## src/rtl/pprd_pkg.sv

```systemverilog
// ----------------------------------------------------------------------------
// pprd_pkg
// Shared types and constants of the paper presence row debouncer: register
// indexes, edge event codes, window sizes and register reset values.
// ----------------------------------------------------------------------------
`default_nettype none

package pprd_pkg;

  // Default geometry
  localparam int unsigned MaxRowWidth  = 4096;
  localparam int unsigned SideWindow   = 50;
  localparam int unsigned CenterWindow = 250;

  // Configuration port geometry
  localparam int unsigned CfgIdxW  = 3;
  localparam int unsigned CfgDataW = 12;
  localparam int unsigned StartW   = 12;
  localparam int unsigned LevelW   = 8;
  localparam int unsigned CountW   = 8;

  // Register reset values
  localparam logic [StartW-1:0] StartReset = '0;
  localparam logic [LevelW-1:0] LevelReset = 8'd128;
  localparam logic [CountW-1:0] EnterReset = 8'd4;
  localparam logic [CountW-1:0] ExitReset  = 8'd4;

  // Register indexes
  typedef enum logic [CfgIdxW-1:0] {
    CFG_LEFT_START   = 3'd0,
    CFG_RIGHT_START  = 3'd1,
    CFG_CENTER_START = 3'd2,
    CFG_LEFT_LEVEL   = 3'd3,
    CFG_RIGHT_LEVEL  = 3'd4,
    CFG_CENTER_LEVEL = 3'd5,
    CFG_ENTER_COUNT  = 3'd6,
    CFG_EXIT_COUNT   = 3'd7
  } cfg_idx_e;

  // Edge event codes
  typedef enum logic [1:0] {
    EDGE_NONE  = 2'd0,
    EDGE_ENTER = 2'd1,
    EDGE_EXIT  = 2'd2
  } edge_e;

endpackage

`default_nettype wire

```

## src/rtl/paper_presence_row_debouncer.sv

```systemverilog
// ----------------------------------------------------------------------------
// paper_presence_row_debouncer
// Sums three column windows of each camera row, checks the background
// pattern and debounces paper entry and exit, one result beat per row.
// ----------------------------------------------------------------------------
// Pixels stream in one per cycle in row order; a row_end beat closes the
// row and produces exactly one result beat carrying the presence flag after
// that row and an edge event (none, entered, exited). Every other pixel beat
// produces nothing. Throughput is one pixel per clock while the input side
// does not stall: a pixel is held in the input register, then the window
// adders, the pattern compare and the debounce counter update state as it
// leaves, and a row_end beat loads the result register, which presents the
// result beat until it is taken.
// The input side stalls only while the result register holds an untaken
// result and the pixel waiting in the input register closes another row.
// Configuration writes are taken at any time (cfg_ready_o is always high)
// but must only happen while the block is idle; every index names one
// register. Windows that run past the row end sum only the pixels received;
// rows longer than MAX_ROW_WIDTH wrap the column count and saturate sums.
`default_nettype none

module paper_presence_row_debouncer #(
  parameter int unsigned MAX_ROW_WIDTH = pprd_pkg::MaxRowWidth,
  parameter int unsigned SIDE_WINDOW   = pprd_pkg::SideWindow,
  parameter int unsigned CENTER_WINDOW = pprd_pkg::CenterWindow
) (
  input  wire logic                          clk_i,
  input  wire logic                          rst_ni,
  // pixel channel
  input  wire logic                          in_valid_i,
  output logic                               in_ready_o,
  input  wire logic [7:0]                    pixel_i,
  input  wire logic                          row_end_i,
  // result channel
  output logic                               out_valid_o,
  input  wire logic                          out_ready_i,
  output logic                               paper_present_o,
  output logic [1:0]                         edge_event_o,
  // configuration channel
  input  wire logic                          cfg_valid_i,
  output logic                               cfg_ready_o,
  input  wire logic [pprd_pkg::CfgIdxW-1:0]  cfg_index_i,
  input  wire logic [pprd_pkg::CfgDataW-1:0] cfg_data_i
);

  localparam int unsigned ColW       = $clog2(MAX_ROW_WIDTH);
  localparam int unsigned SideCap    = SIDE_WINDOW * 255;
  localparam int unsigned CenterCap  = CENTER_WINDOW * 255;
  localparam int unsigned SideSumW   = $clog2(SideCap + 1);
  localparam int unsigned CenterSumW = $clog2(CenterCap + 1);
  localparam int unsigned WinW       = $clog2(CENTER_WINDOW + 1);
  localparam int unsigned BaseW      = (ColW > pprd_pkg::StartW) ? ColW : pprd_pkg::StartW;
  localparam int unsigned CmpW       = ((BaseW > WinW) ? BaseW : WinW) + 1;

  localparam logic [ColW-1:0]       ColLast   = ColW'(MAX_ROW_WIDTH - 1);
  localparam logic [SideSumW-1:0]   SideMax   = SideSumW'(SideCap);
  localparam logic [CenterSumW-1:0] CenterMax = CenterSumW'(CenterCap);
  localparam logic [CmpW-1:0]       SideWinX  = CmpW'(SIDE_WINDOW);
  localparam logic [CmpW-1:0]       CentWinX  = CmpW'(CENTER_WINDOW);
  localparam logic [SideSumW-1:0]   SideMul   = SideSumW'(SIDE_WINDOW);
  localparam logic [CenterSumW-1:0] CentMul   = CenterSumW'(CENTER_WINDOW);

  // --------------------------------------------------------------------------
  // Configuration registers
  // --------------------------------------------------------------------------
  logic [pprd_pkg::StartW-1:0] left_start_q, right_start_q, center_start_q;
  logic [pprd_pkg::LevelW-1:0] left_level_q, right_level_q, center_level_q;
  logic [pprd_pkg::CountW-1:0] enter_count_q, exit_count_q;
  pprd_pkg::cfg_idx_e          cfg_idx;

  assign cfg_ready_o = 1'b1;
  assign cfg_idx     = pprd_pkg::cfg_idx_e'(cfg_index_i);

  // Write the addressed register on a config beat
  always_ff @(posedge clk_i or negedge rst_ni) begin
    if (!rst_ni) begin
      left_start_q   <= pprd_pkg::StartReset;
      right_start_q  <= pprd_pkg::StartReset;
      center_start_q <= pprd_pkg::StartReset;
      left_level_q   <= pprd_pkg::LevelReset;
      right_level_q  <= pprd_pkg::LevelReset;
      center_level_q <= pprd_pkg::LevelReset;
      enter_count_q  <= pprd_pkg::EnterReset;
      exit_count_q   <= pprd_pkg::ExitReset;
    end else if (cfg_valid_i) begin
      case (cfg_idx)
        pprd_pkg::CFG_LEFT_START:   left_start_q   <= cfg_data_i;
        pprd_pkg::CFG_RIGHT_START:  right_start_q  <= cfg_data_i;
        pprd_pkg::CFG_CENTER_START: center_start_q <= cfg_data_i;
        pprd_pkg::CFG_LEFT_LEVEL:   left_level_q   <= cfg_data_i[pprd_pkg::LevelW-1:0];
        pprd_pkg::CFG_RIGHT_LEVEL:  right_level_q  <= cfg_data_i[pprd_pkg::LevelW-1:0];
        pprd_pkg::CFG_CENTER_LEVEL: center_level_q <= cfg_data_i[pprd_pkg::LevelW-1:0];
        pprd_pkg::CFG_ENTER_COUNT:  enter_count_q  <= cfg_data_i[pprd_pkg::CountW-1:0];
        pprd_pkg::CFG_EXIT_COUNT:   exit_count_q   <= cfg_data_i[pprd_pkg::CountW-1:0];
        default: ;
      endcase
    end
  end

  // --------------------------------------------------------------------------
  // Input register
  // --------------------------------------------------------------------------
  logic       s1_valid_q;
  logic [7:0] s1_pixel_q;
  logic       s1_last_q;
  logic       s1_adv;
  logic       in_fire;

  // Advance unless a row result would overwrite an untaken one
  assign s1_adv     = s1_valid_q && (!s1_last_q || !out_valid_o || out_ready_i);
  assign in_ready_o = !s1_valid_q || s1_adv;
  assign in_fire    = in_valid_i && in_ready_o;

  always_ff @(posedge clk_i or negedge rst_ni) begin
    if (!rst_ni) begin
      s1_valid_q <= 1'b0;
    end else if (in_ready_o) begin
      s1_valid_q <= in_valid_i;
    end
  end

  always_ff @(posedge clk_i) begin
    if (in_fire) begin
      s1_pixel_q <= pixel_i;
      s1_last_q  <= row_end_i;
    end
  end

  // --------------------------------------------------------------------------
  // Window accumulation
  // --------------------------------------------------------------------------
  logic [ColW-1:0]       col_q, col_d;
  logic [SideSumW-1:0]   left_sum_q, right_sum_q, left_sum_d, right_sum_d;
  logic [CenterSumW-1:0] center_sum_q, center_sum_d;
  logic [CmpW-1:0]       col_x, left_x, right_x, center_x;
  logic                  left_hit, right_hit, center_hit;
  logic [SideSumW:0]     left_add, right_add;
  logic [CenterSumW:0]   center_add;

  assign col_x    = CmpW'(col_q);
  assign left_x   = CmpW'(left_start_q);
  assign right_x  = CmpW'(right_start_q);
  assign center_x = CmpW'(center_start_q);

  assign left_hit   = (col_x >= left_x) && (col_x < left_x + SideWinX);
  assign right_hit  = (col_x >= right_x) && (col_x < right_x + SideWinX);
  assign center_hit = (col_x >= center_x) && (col_x < center_x + CentWinX);

  assign left_add   = {1'b0, left_sum_q} + (SideSumW + 1)'(s1_pixel_q);
  assign right_add  = {1'b0, right_sum_q} + (SideSumW + 1)'(s1_pixel_q);
  assign center_add = {1'b0, center_sum_q} + (CenterSumW + 1)'(s1_pixel_q);

  // Add the pixel into each window it falls in, saturating at the cap
  always_comb begin
    left_sum_d   = left_sum_q;
    right_sum_d  = right_sum_q;
    center_sum_d = center_sum_q;
    if (left_hit) begin
      left_sum_d = (left_add > {1'b0, SideMax}) ? SideMax : left_add[SideSumW-1:0];
    end
    if (right_hit) begin
      right_sum_d = (right_add > {1'b0, SideMax}) ? SideMax : right_add[SideSumW-1:0];
    end
    if (center_hit) begin
      center_sum_d = (center_add > {1'b0, CenterMax}) ? CenterMax
                                                      : center_add[CenterSumW-1:0];
    end
  end

  // Advance the column, wrapping at the maximum row width
  assign col_d = (col_q == ColLast) ? '0 : col_q + ColW'(1);

  // --------------------------------------------------------------------------
  // Pattern check and debounce
  // --------------------------------------------------------------------------
  logic                        pattern;
  logic                        paper_q, paper_d;
  logic [pprd_pkg::CountW-1:0] deb_q, deb_d, deb_inc, deb_dec;
  pprd_pkg::edge_e             edge_d;

  assign pattern = (left_sum_d > SideSumW'(left_level_q) * SideMul)
                && (right_sum_d > SideSumW'(right_level_q) * SideMul)
                && (center_sum_d < CenterSumW'(center_level_q) * CentMul);

  assign deb_inc = deb_q + pprd_pkg::CountW'(1);
  assign deb_dec = deb_q - pprd_pkg::CountW'(1);

  // Count background-free rows up to entry, pattern rows down to exit
  always_comb begin
    paper_d = paper_q;
    deb_d   = deb_q;
    edge_d  = pprd_pkg::EDGE_NONE;
    if (!paper_q) begin
      if (!pattern) begin
        deb_d = deb_inc;
        if (deb_inc == enter_count_q) begin
          paper_d = 1'b1;
          edge_d  = pprd_pkg::EDGE_ENTER;
        end
      end else begin
        deb_d = '0;
      end
    end else begin
      if (pattern) begin
        deb_d = deb_dec;
        if (deb_dec == '0) begin
          paper_d = 1'b0;
          edge_d  = pprd_pkg::EDGE_EXIT;
        end
      end else begin
        deb_d = exit_count_q;
      end
    end
  end

  // Update row state on each advancing pixel; clear it at row end
  always_ff @(posedge clk_i or negedge rst_ni) begin
    if (!rst_ni) begin
      col_q        <= '0;
      left_sum_q   <= '0;
      right_sum_q  <= '0;
      center_sum_q <= '0;
      paper_q      <= 1'b0;
      deb_q        <= '0;
    end else if (s1_adv) begin
      if (s1_last_q) begin
        col_q        <= '0;
        left_sum_q   <= '0;
        right_sum_q  <= '0;
        center_sum_q <= '0;
        paper_q      <= paper_d;
        deb_q        <= deb_d;
      end else begin
        col_q        <= col_d;
        left_sum_q   <= left_sum_d;
        right_sum_q  <= right_sum_d;
        center_sum_q <= center_sum_d;
      end
    end
  end

  // --------------------------------------------------------------------------
  // Result register
  // --------------------------------------------------------------------------
  logic            out_valid_q;
  logic            out_paper_q;
  pprd_pkg::edge_e out_edge_q;
  logic            out_load;

  assign out_load = s1_adv && s1_last_q;

  always_ff @(posedge clk_i or negedge rst_ni) begin
    if (!rst_ni) begin
      out_valid_q <= 1'b0;
    end else if (out_load) begin
      out_valid_q <= 1'b1;
    end else if (out_ready_i) begin
      out_valid_q <= 1'b0;
    end
  end

  always_ff @(posedge clk_i) begin
    if (out_load) begin
      out_paper_q <= paper_d;
      out_edge_q  <= edge_d;
    end
  end

  assign out_valid_o     = out_valid_q;
  assign paper_present_o = out_paper_q;
  assign edge_event_o    = out_edge_q;

  // --------------------------------------------------------------------------
  // Assertions
  // --------------------------------------------------------------------------
  a_enter_sets_flag: assert property (@(posedge clk_i) disable iff (!rst_ni)
    out_valid_o && (out_edge_q == pprd_pkg::EDGE_ENTER) |-> paper_present_o)
    else $error("entry event without paper present");

  a_exit_clears_flag: assert property (@(posedge clk_i) disable iff (!rst_ni)
    out_valid_o && (out_edge_q == pprd_pkg::EDGE_EXIT) |-> !paper_present_o)
    else $error("exit event with paper still present");

  a_flag_tracks_state: assert property (@(posedge clk_i) disable iff (!rst_ni)
    $past(out_load) |-> (out_paper_q == paper_q))
    else $error("result flag differs from presence state");

  a_sum_capped: assert property (@(posedge clk_i) disable iff (!rst_ni)
    (left_sum_q <= SideMax) && (right_sum_q <= SideMax) && (center_sum_q <= CenterMax))
    else $error("window sum above its cap");

endmodule

`default_nettype wire
```

## config.mk

```make
export PLATFORM = sky130hd
export DESIGN_NAME = paper_presence_row_debouncer
export DESIGN_NICKNAME = d
export VERILOG_FILES = /design/src/rtl/pprd_pkg.sv /design/src/rtl/paper_presence_row_debouncer.sv
export SDC_FILE = /design/constraint.sdc
export NUM_CORES = 1
export LEC_CHECK = 0
export BUFFER_PORTS_ARGS = -buffer_cell sky130_fd_sc_hd__buf_2
export CAP_MARGIN = 10
export CELL_PAD_IN_SITES_DETAIL_PLACEMENT = 0
export CELL_PAD_IN_SITES_GLOBAL_PLACEMENT = 1
export CORE_AREA = 2 2 168 170
export CTS_BUF_LIST = sky130_fd_sc_hd__clkbuf_16
export DETAILED_ROUTE_END_ITERATION = 6
export DIE_AREA = 0 0 170 172
export GPL_TIMING_DRIVEN = 0
export HOLD_SLACK_MARGIN = 0.06
export MAX_ROUTING_LAYER = met4
export PLACE_DENSITY = 0.93
export SLEW_MARGIN = 20
export SYNTH_ARGS = -nofsm -noshare
export SYNTH_HDL_FRONTEND = slang
export SYNTH_SLANG_ARGS = --single-unit
```

## constraint.sdc

```tcl
create_clock -name clk_i -period 18.2 [get_ports clk_i]
set_input_delay 3.64 -clock clk_i [delete_from_list [all_inputs] [get_ports clk_i]]
set_output_delay 3.64 -clock clk_i [all_outputs]
set_load 0.05 [all_outputs]
```

Yosys cells after proc, flatten, opt, wreduce, memory -nomap -nowiden
Cells that the tools add are included.
{"block": "op_classes", "n_addsub": 9, "reduce_logical": 26, "mux": 26, "n_eq_ne": 9, "magnitude_cmp": 12, "multipliers": 3}
{"op": "$mux 14", "count": 6}
{"op": "$mux 16", "count": 3}
{"op": "$lt 12x13->1", "count": 3}
{"op": "$ge 12x12->1", "count": 3}
{"op": "$add 14x8->15", "count": 2}
{"op": "$gt 15x14->1 const B", "count": 2}
{"op": "$gt 14x14->1", "count": 2}
{"op": "$add 12x6->13 const B", "count": 2}
{"op": "$mul 8x5->13 const B", "count": 2}
{"op": "$mux 12", "count": 2}
{"op": "$mux 8", "count": 3}
{"op": "$reduce_and 2->1", "count": 9}
{"op": "$add 16x8->17", "count": 1}
{"op": "$gt 17x16->1 const B", "count": 1}
{"op": "$lt 16x16->1", "count": 1}
{"op": "$mul 8x7->15 const B", "count": 1}
{"op": "$add 12x8->13 const B", "count": 1}
{"op": "$add 12x1->12 const B", "count": 1}
{"op": "$eq 12x12->1 const B", "count": 1}
{"op": "$eq 3x3->1 const B", "count": 4}
{"op": "$mux 1", "count": 9}
{"op": "$add 8x1->8 const B", "count": 1}
{"op": "$eq 8x8->1", "count": 1}
{"op": "$logic_and 1x1->1", "count": 8}
{"op": "other kinds (9)", "count": 16}
{"block": "word_totals", "regBits": 155, "wordCells": 105, "inputBits": 29, "out_inout_bits": 6}

Depth between registers and ports, before layout
{"block": "depth", "word_depth": 9, "mapped_depth": 28, "mapped_depth_nobuf": 27}

Worst setup path before layout
Ideal clock, no wire load.
{"block": "synth_path", "path_kind": "input port to output port", "startpoint": "input port out_ready_i", "endpoint": "output port in_ready_o", "setup_slack_ns": 10.340, "stages": 1, "arrival_time_ns": 4.220, "path_cell_list": "nand4b_1"}
{"block": "synth_between", "elab_chain_cells": 3}
{"item": "from (decl)", "line_no": "paper_presence_row_debouncer.sv:36", "text": "input wire logic out_ready_i,"}
{"item": "$logic_or 1x1->1", "line_no": "paper_presence_row_debouncer.sv:110", "text": "assign s1_adv = s1_valid_q && (!s1_last_q || !out_valid_o || out_ready_i);"}
{"item": "$logic_and 1x1->1", "line_no": "paper_presence_row_debouncer.sv:110"}
{"item": "$logic_or 1x1->1", "line_no": "paper_presence_row_debouncer.sv:111", "text": "assign in_ready_o = !s1_valid_q || s1_adv;"}
{"item": "to (decl)", "line_no": "paper_presence_row_debouncer.sv:31", "text": "output logic in_ready_o,"}
Every way passes these cells.

Final worst setup path
Ends and elaborated chain as after synthesis.

==> results.json <==
{
  "run_status": "completed",
  "finalNonFillerCells": 2010,
  "post_cts.resized_instances": 0,
  "slew_violations": 0,
  "initial_utilization_pct": 52.98,
  "ctsHtreeMaxLevel": 4,
  "layout.cells.most_common": "sky130_fd_sc_hd__ha_1",
  "layout_worst_path_cycle_share_pct": 44.67,
  "gpl.final_weighted_congestion": 0.8917,
  "worst-endpoint-arrival_ns": 4.49,
  "dp_slack_ns": 10.13,
  "power_per_cell_area_mw_per_mm2": 130.1,
  "wl_mm": 36.76,
  "grt_setup_unrepaired": "no",
  "timing.critical_path.required_ns": 14.56,
  "detail_route.iter0.violations": 755,
  "max_cap_violations": 0,
  "synth.yosys.seq_area_share_pct": 27.10,
  "clock-sinks": 155,
  "floorplan.die_area_sq_mm": 0.02924,
  "r2r_slack_ns": 11.21,
  "finish.net_count": 1944,
  "via_per_inst": 6.000,
  "fmax_ghz": 0.1230,
  "synthesis.yosys.warnings": 0,
  "grt_max_degree": 90,
  "first_global_vias": 11870,
  "clkSlewWorstSetupHoldPaths_ns": 0.07,
  "placed_instance_area_sq_mm": 0.01517,
  "postSynthRegisterBits": 155,
  "share_of_final_layout_standard_cells_stronger_than_drive_strength_1_pct": 7.873,
  "timing.max_slew.rel_slack_pct": 20.85,
  "mean_instance_size_in_the_synthesized_netlist_sq_um": 9.087,
  "grt_pass1_wl_mm": 60.33,
  "report.final.setup_viol": 0,
  "cts_buffers": 17,
  "cts-hold-fix-buffers": 0,
  "clk-insertion-delay-late_ns": 0.44,
  "yosys_most_used_dff": "sky130_fd_sc_hd__dfrtp_1",
  "synth_async_sr_flop_share_pct": 92.26,
  "ios": 35,
  "route.detailed.wl_per_inst_microns": 18.29,
  "power.static_leakage_nw": 7.460,
  "design_area_sq_mm": 0.01577,
  "detail_route.drc_violations": 0,
  "place.port_buffers": 29,
  "worst_slew_pin_slew_ns": 1.186,
  "start_to_end_type_of_the_worst_setup_path": "input port to output pin",
  "diodes": 0,
  "dp.final_hpwl_mm": 28.37,
  "timing.critical_path.from_type": "input port",
  "synth.cell_area_sq_mm": 0.01456,
  "fp.dieH_microns": 172,
  "grt_antenna_before_repair": 0,
  "die_w_microns": 170,
  "final_cell_mix": "233 x sky130_fd_sc_hd__ha_1, 162 x sky130_fd_sc_hd__inv_1, 138 x sky130_fd_sc_hd__dfrtp_1",
  "report.final.hold_viol_count": 0,
  "timing.hold.worst.class": "register to register",
  "coreArea_sq_mm": 0.02748,
  "grtUsageTotal_pct": 26.87,
  "setup-tns-final_ns": 0,
  "num_rows": 61,
  "clockBufferDepth": 2,
  "post_cts.repair.setup_buffers": 0,
  "worst-path-max-fanout": 3,
  "yosysUniqueCellTypes": 83,
  "routed-via-count": 12060,
  "clock_skew_ns": 0.01775,
  "vdd_ir_drop_max_v": 0.0001386,
  "timing.final.ws_setup_ns": 10.07,
  "drtAntennaViolNets": 0,
  "firstDrtPassIters": 5,
  "endpoint_kind": "output pin",
  "number_of_enable_flip_flop_cells_after_synthesis": 12,
  "final_util_pct": 57.39,
  "place_inst": 1978,
  "layout-area-overhead-vs-synth_pct": 8.320,
  "synthCells": 1602,
  "cts-root-buf": "sky130_fd_sc_hd__clkbuf_16",
  "grt_overflow_total": 0,
  "timing.final.crit_period_ns": 8.130,
  "cts_tree": "built",
  "syn_nets": 1895
}
area by class of cell:
class / count / area (sq um)
clock inverters: 15 / 170.2
multi-input cells: 1233 / 9786
flip-flops and latches: 155 / 3945
clock buffers: 17 / 425.4
repair buffers: 30 / 182.7
fillers: 2397 / 11710
plain buffers: 52 / 219.0
well taps: 346 / 432.9
inverters: 162 / 608.1
kinds of logic after synthesis:
group	Yosys count	synth area share, %
mux	48	3.636
xor+xnor	94	5.655
simple gates	406	13.94
flops	155	27.10
buf+inv	214	5.681
other cells	1	0.02576
compound gates	420	19.67
fa+ha+maj	264	24.29
worst max-delay path, cell delays in order:
cell                       delay (ns)
sky130_fd_sc_hd__buf_2           0.13
sky130_fd_sc_hd__nand4b_1        0.38
sky130_fd_sc_hd__buf_2           0.34
stage by stage:
stage               hold slack [ns]  total power, W
global route                 0.5437        0.002281
finish                       0.5223        0.002052
detailed placement           0.4942        0.001695
global placement             0.4917        0.001638
CTS                          0.5224        0.002067
floorplan                    0.4721        0.001414
per-layer routing:
layer  part of all wire [%]  routed length (microns)  vias up  GRT usage, %
met5                      0                        0        -             -
met4                    3.1                     1150        0         9.327
met3                    4.7                     1721       62         3.937
met2                     47                    17300      273         44.21
met1                     45                    16590     5836         34.10
li1                       -                        -     5889             -
state kept, by name (all words and copies together) (netlist names), 12 cells and up:
signal	count
center_sum_q	16
left_sum_q	14
right_sum_q	14
right_start_q	12
left_start_q	12
center_start_q	12
col_q	12
worst paths after layout:
path,startpoint,depth (start not counted),endpoint
setup / recovery,out_ready_i,3,in_ready_o
hold / removal,left_start_q[0]$_DFFE_PN0P_,1,left_start_q[0]$_DFFE_PN0P_
setup reg to reg,center_level_q[2]$_DFFE_PN0P_,28,paper_present_o$_DFFE_PP_
hold reg to reg,left_start_q[0]$_DFFE_PN0P_,1,left_start_q[0]$_DFFE_PN0P_
max in group asynchronous,rst_ni,2,center_level_q[7]$_DFFE_PN1P_
min in group asynchronous,rst_ni,1,right_sum_q[13]$_DFFE_PN0P_
synthesized netlist by cell type (8+ instances only):
cell	n	area, sq um
sky130_fd_sc_hd__a21oi_1	73	365.4
sky130_fd_sc_hd__o21ai_0	109	545.5
sky130_fd_sc_hd__xor2_1	36	315.3
sky130_fd_sc_hd__mux2i_1	9	90.09
sky130_fd_sc_hd__nor3_1	33	165.2
sky130_fd_sc_hd__ha_1	233	2915
sky130_fd_sc_hd__nor4_1	10	62.56
sky130_fd_sc_hd__a211oi_1	12	90.09
sky130_fd_sc_hd__edfxtp_1	12	360.4
sky130_fd_sc_hd__a21o_1	27	202.7
sky130_fd_sc_hd__inv_1	162	608.1
sky130_fd_sc_hd__mux2_2	39	439.2
sky130_fd_sc_hd__o211ai_1	13	97.59
sky130_fd_sc_hd__xnor2_1	58	508.0
sky130_fd_sc_hd__fa_1	31	620.6
sky130_fd_sc_hd__and3_1	10	62.56
sky130_fd_sc_hd__dfrtp_1	138	3453
sky130_fd_sc_hd__o22ai_1	8	50.05
sky130_fd_sc_hd__nand3_1	40	200.2
sky130_fd_sc_hd__nand2_1	125	469.2
sky130_fd_sc_hd__nand4_1	22	137.6
sky130_fd_sc_hd__o21a_1	29	217.7
sky130_fd_sc_hd__o31ai_1	13	97.59
sky130_fd_sc_hd__a22o_1	42	367.9
sky130_fd_sc_hd__or3_1	13	81.33
sky130_fd_sc_hd__nor2b_1	16	100.1
sky130_fd_sc_hd__clkbuf_1	44	165.2
sky130_fd_sc_hd__or4_1	8	60.06
sky130_fd_sc_hd__nand2b_1	20	125.1
sky130_fd_sc_hd__nor2_1	71	266.5
sky130_fd_sc_hd__a31oi_1	12	75.07
report_power, final:
group          switching, W  leakage, nW  internal (W)
clock              0.000174        0.293      0.000185
sequential        0.0000546         1.94      0.000395
combinational      0.000685         5.23      0.000557
total              0.000914         7.46       0.00114
No activity file was read; power rests on OpenSTA's default activity.
